### src/rtl/ppcs_pkg.sv
`timescale 1ns / 1ps
// Shared constants and item types for the piecewise power-curve shaper.
package ppcs_pkg;

  localparam int DEF_MAX_POINTS  = 32;
  localparam int DEF_BEND_MARGIN = 655;
  localparam int QUEUE_DEPTH     = 2;

  localparam logic [16:0] ONE16     = 17'd65536;
  localparam logic [22:0] ONE22     = 23'd4194304;
  localparam logic [15:0] BEND_HALF = 16'd32768;

  localparam logic OP_WRITE  = 1'b0;
  localparam logic OP_SAMPLE = 1'b1;

  typedef struct packed {
    logic [16:0] x;
    logic [16:0] y;
    logic [15:0] bend;
  } pt_t;

  typedef struct packed {
    logic        op;
    logic        zero;
    logic        neg;
    logic [22:0] mag;
    logic [4:0]  idx;
    pt_t         pt;
  } item_t;

endpackage

### src/rtl/ppcs_fifo.sv
`timescale 1ns / 1ps
// Short request queue between the intake and the shaping engine.
module ppcs_fifo import ppcs_pkg::*; #(
  parameter int DEPTH = QUEUE_DEPTH
) (
  input  logic  clk,
  input  logic  rst,
  input  logic  push,
  input  item_t item_in,
  output logic  full,
  input  logic  pop,
  output item_t head,
  output logic  empty
);

  localparam int PW = (DEPTH > 1) ? $clog2(DEPTH) : 1;

  item_t         slots [DEPTH];
  logic [PW-1:0] wr_ptr;
  logic [PW-1:0] rd_ptr;
  logic [PW:0]   count;

  assign full  = (count == (PW + 1)'(DEPTH));
  assign empty = (count == '0);
  assign head  = slots[rd_ptr];

  always_ff @(posedge clk) begin
    if (push && !full) begin
      slots[wr_ptr] <= item_in;
    end
  end

  always_ff @(posedge clk) begin
    if (rst) begin
      wr_ptr <= '0;
      rd_ptr <= '0;
      count  <= '0;
    end else begin
      if (push && !full) begin
        wr_ptr <= (wr_ptr == PW'(DEPTH - 1)) ? '0 : wr_ptr + 1'b1;
      end
      if (pop && !empty) begin
        rd_ptr <= (rd_ptr == PW'(DEPTH - 1)) ? '0 : rd_ptr + 1'b1;
      end
      case ({push && !full, pop && !empty})
        2'b10:   count <= count + 1'b1;
        2'b01:   count <= count - 1'b1;
        default: count <= count;
      endcase
    end
  end

endmodule

### config.mk
export PLATFORM = sky130hd
export DESIGN_NAME = ppcs_fifo
export DESIGN_NICKNAME = d
export VERILOG_FILES = /design/src/rtl/ppcs_pkg.sv /design/src/rtl/ppcs_fifo.sv
export SDC_FILE = /design/constraint.sdc
export NUM_CORES = 1
export LEC_CHECK = 0
export ABC_AREA = 1
export BUFFER_PORTS_ARGS = -buffer_cell sky130_fd_sc_hd__buf_2
export CORE_MARGIN = 2
export CORE_UTILIZATION = 57
export CTS_CLUSTER_SIZE = 20
export DETAILED_ROUTE_END_ITERATION = 10
export GPL_TIMING_DRIVEN = 1
export PLACE_DENSITY = 0.92
export SLEW_MARGIN = 20
export SYNTH_ARGS = -nofsm -noshare
export SYNTH_HDL_FRONTEND = slang
export SYNTH_SLANG_ARGS = --single-unit
### constraint.sdc
create_clock -name clk -period 6.94 [get_ports clk]
set_input_delay 0.694 -clock clk [delete_from_list [all_inputs] [get_ports clk]]
set_output_delay 0.694 -clock clk [all_outputs]
set_load 0.02 [all_outputs]
==> run metrics <==
crit path DAT 2.54 ns; Worst path slowest cell buf_4; Mapped Cells 292; combinational share of power 0.214; drt first-iter violations 131; Detail Route Antenna Nets 0; met2 Usage GRT 0.289; DP Wirelength 7.02 mm; TritonCTS clock tree yes; final hold vios 0; top cell type's share of synthesized area 0.749; Post-CTS Setup Bufs 0; Syn Nets 378; Reg power frac 0.459; PD cells 351 mW/mm^2; Internal Power 2070 uW; Top delay family on crit path buffers and inverters; grt total ovfl 0; switching pwr 726 uW; busiest grt layer met2; Sw Ratio 0.260; multiplexer share of the synthesized area 0.187; die height 111 um; synthesized area 0.00649 sq mm; Site Rows 38; worst-path fanout max 56; share of post-route cells with drive strength above 1 0.581; initial antenna violation count 1; setup ws final 3.71 ns; die span in x 111 um; Clock Sinks 167; RSZ-0062 raised after global routing false; Critical path buffers and inverters 2; die area 0.0123 sq mm; simple-gate share of the synthesized area 0.0137; via-per-instance ratio 5.04; Synth Area in Adders 0.00193; largest net degree at the start of global routing 57; top cell type by total area after synthesis edfxtp_1; top cells by area, synth edfxtp_1 (75%), mux2_4 (18%), buf_12 (2.5%), dfxtp_1 (1.5%), nor2_1 (0.81%); Routed WL 10.3 mm; setup_tns 0 ns; count of input and output buffers 167; area grow syn2layout 22.5%; Total Power 2790 uW; min Tclk post-route 3.23 ns; clock network fraction of design power 0.327; initial core utilization 0.591; Yosys reg bits 167; clock skew after layout 0.00878 ns; I/O pins 168; status finished, final reports clean; clock slew at reported path FFs 0.06 ns; DRC violations left 0; core area 0.0110 sq mm; worst vdd ir 0.214 mV; placer congestion estimate 0.699; routed len/inst 16.5 um; sequential share of the synthesized area 0.765; Fill cells 660; fin crit share 0.465; Synth Area in Compound Gates 0.00154; Skew-Pair Late Insertion Delay 0.41 ns; Static Leak 0.00319 uW; slew at the pin closest to its max-slew limit 0.995 ns; dpl ws 4.04 ns; Max-Cap Viols 0; total iterations of the first detailed-routing run 4; largest family of logic cells by synthesized area multiplexers; M3 GR Usage 0.0503; WS Path Type flop to output port; crit path capture type output port; Synth Warn # 0; Achievable Freq 310 MHz; CTS hold repair buffers 0; total CTS buffers 17; met1 Resource Use GR 0.210; Worst EP required 6.25 ns; xor/xnor cell area share of the yosys netlist 0; Final #Nets 558; fin area 0.00796 sq mm; post_cts resized 0; Pins Over Slew Limit 0; Final Setup Violations 0; max incr delay on CP 0.84 ns; sequence of cells on the critical path buf_4 > mux2_2 > buf_2; CP startpoint kind flop; worst min path class primary input to flop; relative slew slack 0.337; GRT Overall Usage 0.173; H-tree levels 4; CTS Buffer Depth 2; Placed Area 0.00737 sq mm; Avg Inst Size Synth 22.2 sq um; Cell variety after synth 13; Via Count 3,153; first-pass GRT wire length 16.1 mm; vias in the first global route 3,209; CTS root buffer clkbuf_16
## metal layers
| metal | up-vias | share of wire | routed length (um) |
|---|---|---|---|
| met3 | 19 | 0.063 | 653 |
| met5 | - | 0 | 0 |
| met2 | 123 | 0.51 | 5280 |
| li1 | 1489 | - | - |
| met1 | 1522 | 0.40 | 4140 |
| met4 | 0 | 0.021 | 215 |
## cell usage in the layout, fill, tap and decap left out, types with 2 or more instances in the layout
master,count
buf_2,167
buf_4,3
bufinv_16,3
clkbuf_16,17
clkinv_1,3
clkinv_2,2
clkinv_4,5
dfxtp_1,4
edfxtp_1,162
inv_1,8
mux2_4,80
nand2_1,8
nor2_1,13
## synth_stat cells, drive strengths merged
cell    count
a21oi       1
buf         9
dfxtp       5
edfxtp    162
ha          1
inv         9
mux2       81
nand2       8
nand4       1
nor2       14
o21ai       1
## worst reg2reg max path, delay by kind of cell, from the launching register on
kind          cells  cell delay (ns)
buf+inv           2             0.76
simple gates      3             0.96
flops             1             0.39
## per-stage QoR
stage,util,hold WS [ns],instances
2_1_floorplan,-,0.467,292
3_3_place_gp,0.671,0.479,593
3_5_place_dp,0.671,0.504,593
4_1_cts,0.724,0.457,624
5_1_grt,0.724,0.453,624
6_report,0.725,0.472,625
## power groups by stage
stage	sequential, uW	clock [uW]	combinational, uW
2_1_floorplan	1290	0	494
3_3_place_gp	1290	0	596
3_5_place_dp	1300	0	604
4_1_cts	1280	931	606
5_1_grt	1290	975	634
6_report	1280	914	598
## cells by family after synthesis
logic type | after synthesis
fa+ha+maj | 1
buf+inv | 18
flops | 167
mux | 81
compound gates | 2
simple gates | 23
## state kept, by name, summed over array words and instances, names as in the netlist, named ones only
register  count
slots       162
count         2
rd_ptr        1
wr_ptr        1
## final cells by class
class,count,area (sq um),area share
antenna,1,2.50,0.000314
clock buffer,18,429,0.0539
clock inverter,13,158,0.0198
inverter,9,35.0,0.00440
multi-input combinational,107,1330,0.167
sequential,167,4970,0.624
tap,140,175,0.0220
timing repair buffer,170,858,0.108
## path summary, 6_finish.rpt
kind         depth (start not counted)           end   startpoint  slack, ns
max                                  3      head[61]         flop       3.71
min reg2reg                          2          flop       rd_ptr       0.53
min                                  1  slots[0][59]  item_in[59]       0.47
max reg2reg                          5  slots[0][71]     count[0]       4.40
Note: power is estimated with default switching activity, not from simulation.
