$ cat config.mk
export PLATFORM = sky130hd
export DESIGN_NAME = ppcs_front
export DESIGN_NICKNAME = d
export VERILOG_FILES = /design/src/rtl/ppcs_pkg.sv /design/src/rtl/ppcs_front.sv
export SDC_FILE = /design/constraint.sdc
export NUM_CORES = 1
export LEC_CHECK = 0
export ABC_AREA = 1
export BUFFER_PORTS_ARGS = -buffer_cell sky130_fd_sc_hd__clkbuf_2
export CORE_ASPECT_RATIO = 0.5
export CORE_MARGIN = 4
export CORE_UTILIZATION = 43
export DETAILED_ROUTE_END_ITERATION = 8
export PLACE_DENSITY_LB_ADDON = 0.3
export SYNTH_ARGS = -nofsm -noshare
export SYNTH_HDL_FRONTEND = slang
export SYNTH_SLANG_ARGS = --single-unit
$ cat constraint.sdc
create_clock -name vclk -period 6.75
set_clock_uncertainty 0.1 [all_clocks]
set_input_delay 1.35 -clock vclk [all_inputs]
set_output_delay 1.35 -clock vclk [all_outputs]
set_load 0.01 [all_outputs]
$ cat src/rtl/ppcs_pkg.sv
`timescale 1ns / 1ps
// Shared constants and item types for the piecewise power-curve shaper.
package ppcs_pkg;

  localparam int DEF_MAX_POINTS  = 32;
  localparam int DEF_BEND_MARGIN = 655;
  localparam int QUEUE_DEPTH     = 2;

  localparam logic [16:0] ONE16     = 17'd65536;
  localparam logic [22:0] ONE22     = 23'd4194304;
  localparam logic [15:0] BEND_HALF = 16'd32768;

  localparam logic OP_WRITE  = 1'b0;
  localparam logic OP_SAMPLE = 1'b1;

  typedef struct packed {
    logic [16:0] x;
    logic [16:0] y;
    logic [15:0] bend;
  } pt_t;

  typedef struct packed {
    logic        op;
    logic        zero;
    logic        neg;
    logic [22:0] mag;
    logic [4:0]  idx;
    pt_t         pt;
  } item_t;

endpackage

$ cat src/rtl/ppcs_front.sv
`timescale 1ns / 1ps
// Request intake: clamps breakpoint writes and classifies audio samples.
module ppcs_front import ppcs_pkg::*; #(
  parameter int MAX_POINTS  = DEF_MAX_POINTS,
  parameter int BEND_MARGIN = DEF_BEND_MARGIN
) (
  input  logic               in_valid,
  output logic               in_ready,
  input  logic               op,
  input  logic [4:0]         point_index,
  input  logic [16:0]        point_x,
  input  logic [16:0]        point_y,
  input  logic [16:0]        point_bend,
  input  logic signed [23:0] sample_in,
  input  logic               q_full,
  output logic               q_push,
  output item_t              q_item
);

  localparam logic [16:0] BEND_LO = 17'(BEND_MARGIN);
  localparam logic [16:0] BEND_HI = 17'(65536 - BEND_MARGIN);

  logic [23:0] s_bits;
  logic [23:0] s_mag;
  logic        keep;

  assign in_ready = !q_full;
  assign s_bits   = sample_in;
  assign s_mag    = s_bits[23] ? (24'd0 - s_bits) : s_bits;

  // Writes to the fixed origin or beyond the table are dropped here.
  assign keep   = (op == OP_SAMPLE) ||
                  ((point_index != 5'd0) && (int'(point_index) < MAX_POINTS));
  assign q_push = in_valid && in_ready && keep;

  always_comb begin
    q_item      = '0;
    q_item.op   = op;
    q_item.idx  = point_index;
    q_item.zero = (s_bits == 24'd0);
    q_item.neg  = s_bits[23];
    q_item.mag  = (s_mag > {1'b0, ONE22}) ? ONE22 : s_mag[22:0];
    q_item.pt.x = (point_x > ONE16) ? ONE16 : point_x;
    q_item.pt.y = (point_y > ONE16) ? ONE16 : point_y;
    if (point_bend < BEND_LO) begin
      q_item.pt.bend = BEND_LO[15:0];
    end else if (point_bend > BEND_HI) begin
      q_item.pt.bend = BEND_HI[15:0];
    end else begin
      q_item.pt.bend = point_bend[15:0];
    end
  end

endmodule

==> metrics.md, run 1 <==
| Metric | Value |
|---|---|
| Pwr Total | 161 uW |
| Most frequent cells in the layout | clkbuf_2 (166), nand2_1 (86), inv_1 (78), nor2_1 (63), nand3_1 (24) |
| Final Hold Vio Count | 0 |
| Drt pass-1 iters | 4 |
| Total GRT Usage | 0.205 |
| Comb pwr share | 1.000 |
| DR iter-0 viols | 108 |
| Pint | 65.3 uW |
| CP max stage delay | 540 ps |
| Minimum clock period | 5310 ps |
| Switch Pwr | 95.4 uW |
| Worst IR Drop VDD | 42.1 uV |
| Final setup fails | 0 |
| Register area share after synthesis | 0 |
| Total core area | 4020 um2 |
| IO Count | 166 |
| DRC viols | 0 |
| Slew headroom | 0.203 |
| Fillers | 425 |
| Post-CTS setup repair buffer count | 0 |
| Worst Path Arrival | 3860 ps |
| Clock power frac | 0 |
| Diode count | 0 |
| Die Span Y | 54.5 um |
| Final worst setup slack | 1440 ps |
| Unrepaired setup endpoints after global routing | no |
| Top-area cell type share of the netlist area | 0.174 |
| DP Wirelength | 5620 um |
| Post-synth top area cell | nand2_1 |
| Initial core utilization | 0.462 |
| Pins Over Slew Limit | 0 |
| WL/cell | 10.7 um |
| Final Cycle Share | 0.787 |
| CTS Hold Bufs | 0 |
| Via count | 2759 |
| Critical path class | in -> out |
| Main area contributors after synthesis | nand2_1 (17%), inv_1 (16%), nor2_1 (13%), a21oi_2 (9.4%), nand3_1 (6.5%) |
| Clock buffer count | 0 |
| FFs & Latches | 0 |
| Cts repair resizes | 0 |
| Total global routing overflow | 0 |
| Max cap viols | 0 |
| Dpl cell area | 2640 um2 |
| Syn Area/Cell | 4.87 um2 |
| Commonest non-fill, non-tap cell in the layout | clkbuf_2 |
| Data required, critical path | 5300 ps |
| Crit-path slowest cell | clkbuf_2 |
| Part of the power in registers | 0 |
| Port bufs | 166 |
| Final wirelength | 6210 um |
| Most used cell, CP | nand2_1 |
| F_max | 188 MHz |
| Ys Warns | 0 |
| Area growth, synth to finish | 41.9% |
| Hold Path Class | in -> out |
| Die area | 5500 um2 |
| Layout cells sized above 1 | 0.420 |
| Cells after Synth | 382 |
| Number of global-route vias before repair | 2314 |
| Placer congestion estimate | 0.885 |
| Final nets | 615 |
| CP cell instances | clkbuf_2 -> inv_1 -> nor2_1 -> nand2_1 -> nand2_1 -> nand2_1 -> nor2_1 -> nand3_1 -> nor2_1 -> nand2_1 -> nor2_2 -> nand3_2 -> a21oi_2 -> clkbuf_2 |
| Worst-Margin Slew | 1180 ps |
| Net Sw Frac | 0.593 |
| Count of different cell masters after synthesis | 32 |
| Row cnt | 16 |
| Crit. End Element | primary output |
| Via/cell ratio | 4.73 |
| Post-route cell area | 2640 um2 |
| Startpoint types | input pin |
| TNS Setup | 0 ps |
| ANT nets after route | 0 |
| Initial antenna violation count | 0 |
| Synthesized cell area | 1860 um2 |
| Cell Pwr Density | 60.9 nW/um2 |
| First-pass GRT wire length | 9540 um |
| Dpl ws | 1440 ps |
| Crit path max fanout | 40 |
| P_leak | 0.00170 uW |
| Net Count, Synth | 466 |
| Die X | 101 um |
| Register cell area after layout | 0 um2 |
| Status | finished, final reports clean |
| Largest net degree at the start of global routing | 41 |
-- final timing paths --
check	startpoint	slack, ps	cells past startpoint	to
worst max-delay path	sample_in[23]	1440	14	q_item[57]
worst min-delay path	point_index[2]	2800	2	q_item[52]
-- cells by family after synthesis --
| logic type | Yosys count | synth area share |
|---|---|---|
| and+or+nand+nor | 230 | 0.578 |
| buffers and inverters | 106 | 0.242 |
| AOI/OAI and AO/OA | 44 | 0.169 |
| xor gates and xnor gates | 1 | 0.00471 |
| adders and majority gates | 1 | 0.00673 |
-- Yosys cell counts --
| cell | count |
|---|---|
| buf_6 | 2 |
| o21ai_1 | 2 |
| a21oi_2 | 20 |
| buf_2 | 5 |
| nand2_1 | 86 |
| nand3_2 | 3 |
| o311ai_0 | 1 |
| a31oi_1 | 1 |
| buf_4 | 8 |
| nor4_1 | 6 |
| inv_2 | 8 |
| or2_2 | 3 |
| nand3_1 | 24 |
| o2111ai_1 | 1 |
| xor2_1 | 1 |
| or4_1 | 1 |
| clkbuf_1 | 5 |
| inv_1 | 78 |
| nor3_1 | 5 |
| ha_1 | 1 |
| nand4_1 | 8 |
| nor2_1 | 63 |
| nor2_2 | 8 |
| o21ai_0 | 12 |
| and2_1 | 1 |
| a21oi_1 | 4 |
| o21ai_2 | 1 |
| nand3b_1 | 10 |
| nor2_4 | 4 |
| o21a_1 | 1 |
| nand2_2 | 8 |
| a41oi_1 | 1 |
-- through the flow --
stage           util  instances  hold WS [ps]
2_1_floorplan      -        382          2650
3_3_place_gp   0.656        583          2800
3_5_place_dp   0.656        583          2800
4_1_cts        0.656        583          2800
5_1_grt        0.656        583          2810
6_report       0.656        583          2800
-- layout make-up --
cell class / count / area, um2 / area share
inverters: 86 / 323 / 0.122
multi-input cells: 276 / 1410 / 0.534
well taps: 54 / 67.6 / 0.0256
repair buffers: 167 / 838 / 0.318
-- metal layers --
layer  vias to the layer above  global-route usage  part of all wire
met4                         0              0.0199            0.0095
met3                         6              0.0153             0.083
met1                      1172               0.237              0.41
li1                       1473                   -                 -
met2                       108               0.435              0.50
met5                         -                   0                 0
-- critical path, delay by kind of cell --
family,cells,cell delay (ps)
AND/OR/NAND/NOR,10,1280
buffers and inverters,3,910
AO/OA/AOI/OAI,1,310
-- power by group through the flow --
stage / clock, uW / sequential [uW] / combinational, uW
CTS: 0 / 0 / 162
global route: 0 / 0 / 181
detailed placement: 0 / 0 / 162
floorplan: 0 / 0 / 93.3
finish: 0 / 0 / 161
global placement: 0 / 0 / 160
(Power assumes the default switching activity.)
==> run 2, diff against run 1 <==
--- a/config.mk
+++ b/config.mk
@@ -5,11 +5,11 @@
 export SDC_FILE = /design/constraint.sdc
 export NUM_CORES = 1
 export LEC_CHECK = 0
-export ABC_AREA = 1
+export ABC_AREA = 0
 export BUFFER_PORTS_ARGS = -buffer_cell sky130_fd_sc_hd__clkbuf_2
 export CORE_ASPECT_RATIO = 0.5
 export CORE_MARGIN = 4
-export CORE_UTILIZATION = 43
+export CORE_UTILIZATION = 35
 export DETAILED_ROUTE_END_ITERATION = 8
 export PLACE_DENSITY_LB_ADDON = 0.3
 export SYNTH_ARGS = -nofsm -noshare
==> constraint.sdc (replaced) <==
create_clock -name vclk -period 5.35
set_clock_uncertainty 0.1 [all_clocks]
set_input_delay 1.07 -clock vclk [all_inputs]
set_output_delay 1.07 -clock vclk [all_outputs]
set_load 0.01 [all_outputs]
==> metrics.md, run 2 <==
| Metric | Value |
|---|---|
| Status | finished, final reports clean |
| Post-synth top area cell | nor2b_1 |
| Drt pass-1 iters | 4 |
| Total GRT Usage | 0.197 |
| Register cell area after layout | 0 um2 |
| Crit. End Element | primary output |
| Post-CTS setup repair buffer count | 0 |
| Minimum clock period | 4400 ps |
| Startpoint types | input pin |
| Via/cell ratio | 4.97 |
| WL/cell | 13.7 um |
| Largest net degree at the start of global routing | 26 |
| Via count | 1970 |
| Fillers | 357 |
| Initial antenna violation count | 0 |
| ANT nets after route | 0 |
| Worst Path Arrival | 3230 ps |
| Pwr Total | 188 uW |
| Hold Path Class | in -> out |
| Cts repair resizes | 0 |
| Post-layout util | 0.611 |
| Main area contributors after synthesis | nor2b_1 (16%), nor3_2 (15%), xor2_1 (12%), o31ai_1 (4.4%), nor4_1 (4.1%) |
| Hold Path Depth | 2 |
| DRC viols | 0 |
| DP Wirelength | 4860 um |
| Net Count, Synth | 276 |
| Total global routing overflow | 0 |
| IO Count | 166 |
| Worst IR Drop VDD | 50.1 uV |
| Layout cells sized above 1 | 0.580 |
| Die X | 96.2 um |
| Cell Pwr Density | 86.0 nW/um2 |
| Data required, critical path | 4180 ps |
| Initial core utilization | 0.379 |
| First-pass GRT wire length | 8220 um |
| Slew headroom | 0.423 |
| Commonest non-fill, non-tap cell in the layout | clkbuf_2 |
| Register area share after synthesis | 0 |
| Syn Area/Cell | 7.08 um2 |
| Final Hold Vio Count | 0 |
| F_max | 227 MHz |
| CTS Hold Bufs | 0 |
| Worst-Margin Slew | 855 ps |
| Row cnt | 15 |
| Die Span Y | 52.1 um |
| Placer congestion estimate | 0.811 |
| Total core area | 3580 um2 |
| Top-count cell post-synth | nor2b_1 |
| Top-area cell type share of the netlist area | 0.156 |
| Ys Warns | 0 |
| Final setup fails | 0 |
| Synthesized cell area | 1360 um2 |
| Final Cycle Share | 0.823 |
| Multi-input gate area | 1250 um2 |
| Port bufs | 166 |
| Cells after Synth | 192 |
| Critical path class | in -> out |
| Most frequent cells after synthesis | nor2b_1 (34), nor3_2 (21), xor2_1 (18), nand2_1 (14), nor4_1 (9) |
| Clock buffer count | 0 |
| Final nets | 431 |
| P_leak | 0.00117 uW |
| Max cap viols | 0 |
| Final wirelength | 5420 um |
| Unrepaired setup endpoints after global routing | no |
| Area growth, synth to finish | 61.0% |
| TNS Setup | 0 ps |
| FFs & Latches | 0 |
| Number of global-route vias before repair | 1921 |
| Count of different cell masters after synthesis | 42 |
| Most frequent cells in the layout | clkbuf_2 (166), nor2b_1 (34), nor3_2 (21), xor2_1 (18), nand2_1 (14) |
| Die area | 5010 um2 |
| Crit path max fanout | 13 |
| DR iter-0 viols | 14 |
| Diode count | 0 |
| Pins Over Slew Limit | 0 |
[run 2: cell types whose count changed after synthesis, sizes merged, moves of 23 or more]
cell   before  now
nor3        5   28
nor2       75    4
a21oi      24    1
nor2b       0   34
nand2      94   14
nand3      27    4
inv        86    7
[run 2: power by group]
group	total [uW]	switching, uW	internal [uW]
clock network	0	0	0
registers	0	0	0
logic	188	103	85.0
total	188	103	85.0
[run 2: final cells by class]
cell class,instances,area share
inverter,7,0.0120
multi-input combinational,169,0.569
tap,51,0.0291
timing repair buffer,169,0.390
[run 2: kinds of logic (layout without fill, tap and decap cells)]
logic type	after synthesis	after routing	share of synthesized area
AND/OR/NAND/NOR	115	115	0.574
AO/OA/AOI/OAI	31	31	0.178
buffers and inverters	23	176	0.0957
XOR/XNOR	21	21	0.135
adder cells (fa/ha/maj)	1	1	0.00920
multiplexers	1	1	0.00736
[run 2: final timing paths]
path | startpoint | to | slack, ps
max | sample_in[15] | q_item[57] | 950
min | point_index[2] | q_item[52] | 2240
[run 2: layer usage]
metal | vias up | global-route usage | part of all wire
met5 | - | 0 | 0
met4 | 0 | 0.0142 | 0.0030
met3 | 2 | 0.0159 | 0.045
met2 | 55 | 0.402 | 0.56
met1 | 911 | 0.231 | 0.39
li1 | 1002 | - | -
[run 2: per-stage QoR]
step | cell area, um2 | setup slack, ps | instances | hold slack [ps]
3_5_place_dp | 2190 | 942 | 396 | 2240
6_report | 2190 | 949 | 396 | 2240
4_1_cts | 2190 | 926 | 396 | 2240
2_1_floorplan | 1360 | 1670 | 192 | 2090
5_1_grt | 2190 | 754 | 396 | 2250
3_3_place_gp | 2190 | 1060 | 396 | 2250
[run 2: worst max-delay path: stages]
cell	delay [ps]
clkbuf_2	110
nor4_2	550
nand3_2	210
o31ai_2	350
xnor2_2	270
buf_4	290
nor3_1	210
clkbuf_2	160
==> run 3, diff against run 2 <==
--- a/config.mk
+++ b/config.mk
@@ -5,11 +5,11 @@
 export SDC_FILE = /design/constraint.sdc
 export NUM_CORES = 1
 export LEC_CHECK = 0
-export ABC_AREA = 0
+export ABC_AREA = 1
 export BUFFER_PORTS_ARGS = -buffer_cell sky130_fd_sc_hd__clkbuf_2
 export CORE_ASPECT_RATIO = 0.5
 export CORE_MARGIN = 4
-export CORE_UTILIZATION = 35
+export CORE_UTILIZATION = 40
 export DETAILED_ROUTE_END_ITERATION = 8
 export PLACE_DENSITY_LB_ADDON = 0.3
 export SYNTH_ARGS = -nofsm -noshare
==> constraint.sdc (replaced) <==
create_clock -name vclk -period 4.6
set_clock_uncertainty 0.1 [all_clocks]
set_input_delay 0.92 -clock vclk [all_inputs]
set_output_delay 0.92 -clock vclk [all_outputs]
set_load 0.01 [all_outputs]
==> metrics.md, run 3 (synthesis results as in run 1) <==
| Metric | Value |
|---|---|
| Slew headroom | 0.184 |
| Pins Over Slew Limit | 0 |
| Data required, critical path | 3580 ps |
| Hold Path Class | in -> out |
| Area growth, synth to finish | 42.9% |
| Total GRT Usage | 0.207 |
| Cts repair resizes | 0 |
| Final Cycle Share | 0.867 |
| Pwr Total | 238 uW |
| Post-CTS setup repair buffer count | 0 |
| Startpoint types | input pin |
| Worst IR Drop VDD | 54.7 uV |
| Pint | 96.5 uW |
| ANT nets after route | 0 |
| Die area | 5870 um2 |
| Hold Path End | q_item[80] |
| Clock power frac | 0 |
| Clock buffer count | 0 |
| Crit path from | sample_in[0] |
| Placer congestion estimate | 0.880 |
| Post-route cell area | 2660 um2 |
| Switch Pwr | 142 uW |
| DR iter-0 viols | 131 |
| Crit. End Element | primary output |
| Net Sw Frac | 0.595 |
| TNS Setup | 0 ps |
| Post-layout util | 0.598 |
| Worst-Margin Slew | 1210 ps |
| DP Wirelength | 5890 um |
| Number of global-route vias before repair | 2451 |
| Total global routing overflow | 0 |
| Hold Path Depth | 2 |
| Port bufs | 166 |
| Die Span Y | 56.2 um |
| Unrepaired setup endpoints after global routing | no |
| Commonest non-fill, non-tap cell in the layout | clkbuf_2 |
| Final wirelength | 6560 um |
| Worst Path Arrival | 2970 ps |
| Part of the power in registers | 0 |
| Status | finished, final reports clean |
| Cell Pwr Density | 89.7 nW/um2 |
| First-pass GRT wire length | 10600 um |
| P_leak | 0.00170 uW |
| Final setup fails | 0 |
| Most frequent cells in the layout | clkbuf_2 (166), nand2_1 (86), inv_1 (78), nor2_1 (63), nand3_1 (24) |
| Register cell area after layout | 0 um2 |
| Crit path max fanout | 22 |
| Dpl cell area | 2660 um2 |
| Hold_sp | op |
| WHS | 1940 ps |
| Via count | 2801 |
| Initial core utilization | 0.418 |
| F_max | 251 MHz |
| Initial antenna violation count | 0 |
| Via/cell ratio | 4.76 |
| Drt pass-1 iters | 4 |
| Final Hold Vio Count | 0 |
| FFs & Latches | 0 |
| Row cnt | 17 |
| Minimum clock period | 3990 ps |
| Max cap viols | 0 |
| Layout cells sized above 1 | 0.422 |
| Critical path class | in -> out |
| WL/cell | 11.2 um |
| Total core area | 4450 um2 |
| Die X | 104 um |
| Comb pwr share | 1.000 |
| Diode count | 0 |
| DRC viols | 0 |
| Largest net degree at the start of global routing | 24 |
| CTS Hold Bufs | 0 |
| IO Count | 166 |
| Final nets | 617 |
-- run 3: cell count changes in the layout (fill, tap and decap cells not counted), sizes merged, moves of 34 or more --
cell,before,now
nor2b,34,0
inv,7,86
nand2,14,94
nor2,4,75
-- run 3: area by class of cell --
type / instances / area, um2
repair buffers: 169 / 853
inverters: 86 / 323
well taps: 57 / 71.3
multi-input cells: 276 / 1410
fillers: 493 / 1790
-- run 3: power groups by stage --
stage | registers [uW] | clock network, uW | logic [uW]
floorplan | 0 | 0 | 137
global placement | 0 | 0 | 238
detailed placement | 0 | 0 | 239
CTS | 0 | 0 | 240
global route | 0 | 0 | 267
finish | 0 | 0 | 238
-- run 3: worst max-delay path: stages --
cell,delay (ps)
clkbuf_2,90
inv_1,120
ha_1,240
nand3_2,170
nor2_4,220
nand3_1,140
nand3_1,90
nand2_1,70
inv_2,60
nand2_1,50
nor2_1,140
nand3_2,80
buf_4,240
a21oi_2,170
clkbuf_2,150
-- run 3: metal layers --
metal / vias up / global-route usage / share of wire
met5: - / 0 / 0
met4: 0 / 0.0265 / 0.0095
met3: 6 / 0.0243 / 0.082
met2: 112 / 0.407 / 0.50
met1: 1204 / 0.246 / 0.41
li1: 1479 / - / -
-- run 3: worst max-delay path by stage --
| stage | end | slack [ps] |
|---|---|---|
| global placement | q_item[58] | 660 |
| detailed placement | q_item[55] | 620 |
| floorplan | q_item[57] | 1130 |
| CTS | q_item[55] | 620 |
| finish | q_item[58] | 610 |
| global route | q_item[55] | 420 |
-- run 3: per-stage QoR --
| step | worst slack, ps | std cells |
|---|---|---|
| after floorplan | 1130 | 382 |
| after global placement | 655 | 588 |
| after detailed placement | 624 | 588 |
| after CTS | 621 | 588 |
| after global routing | 415 | 588 |
| final | 610 | 588 |
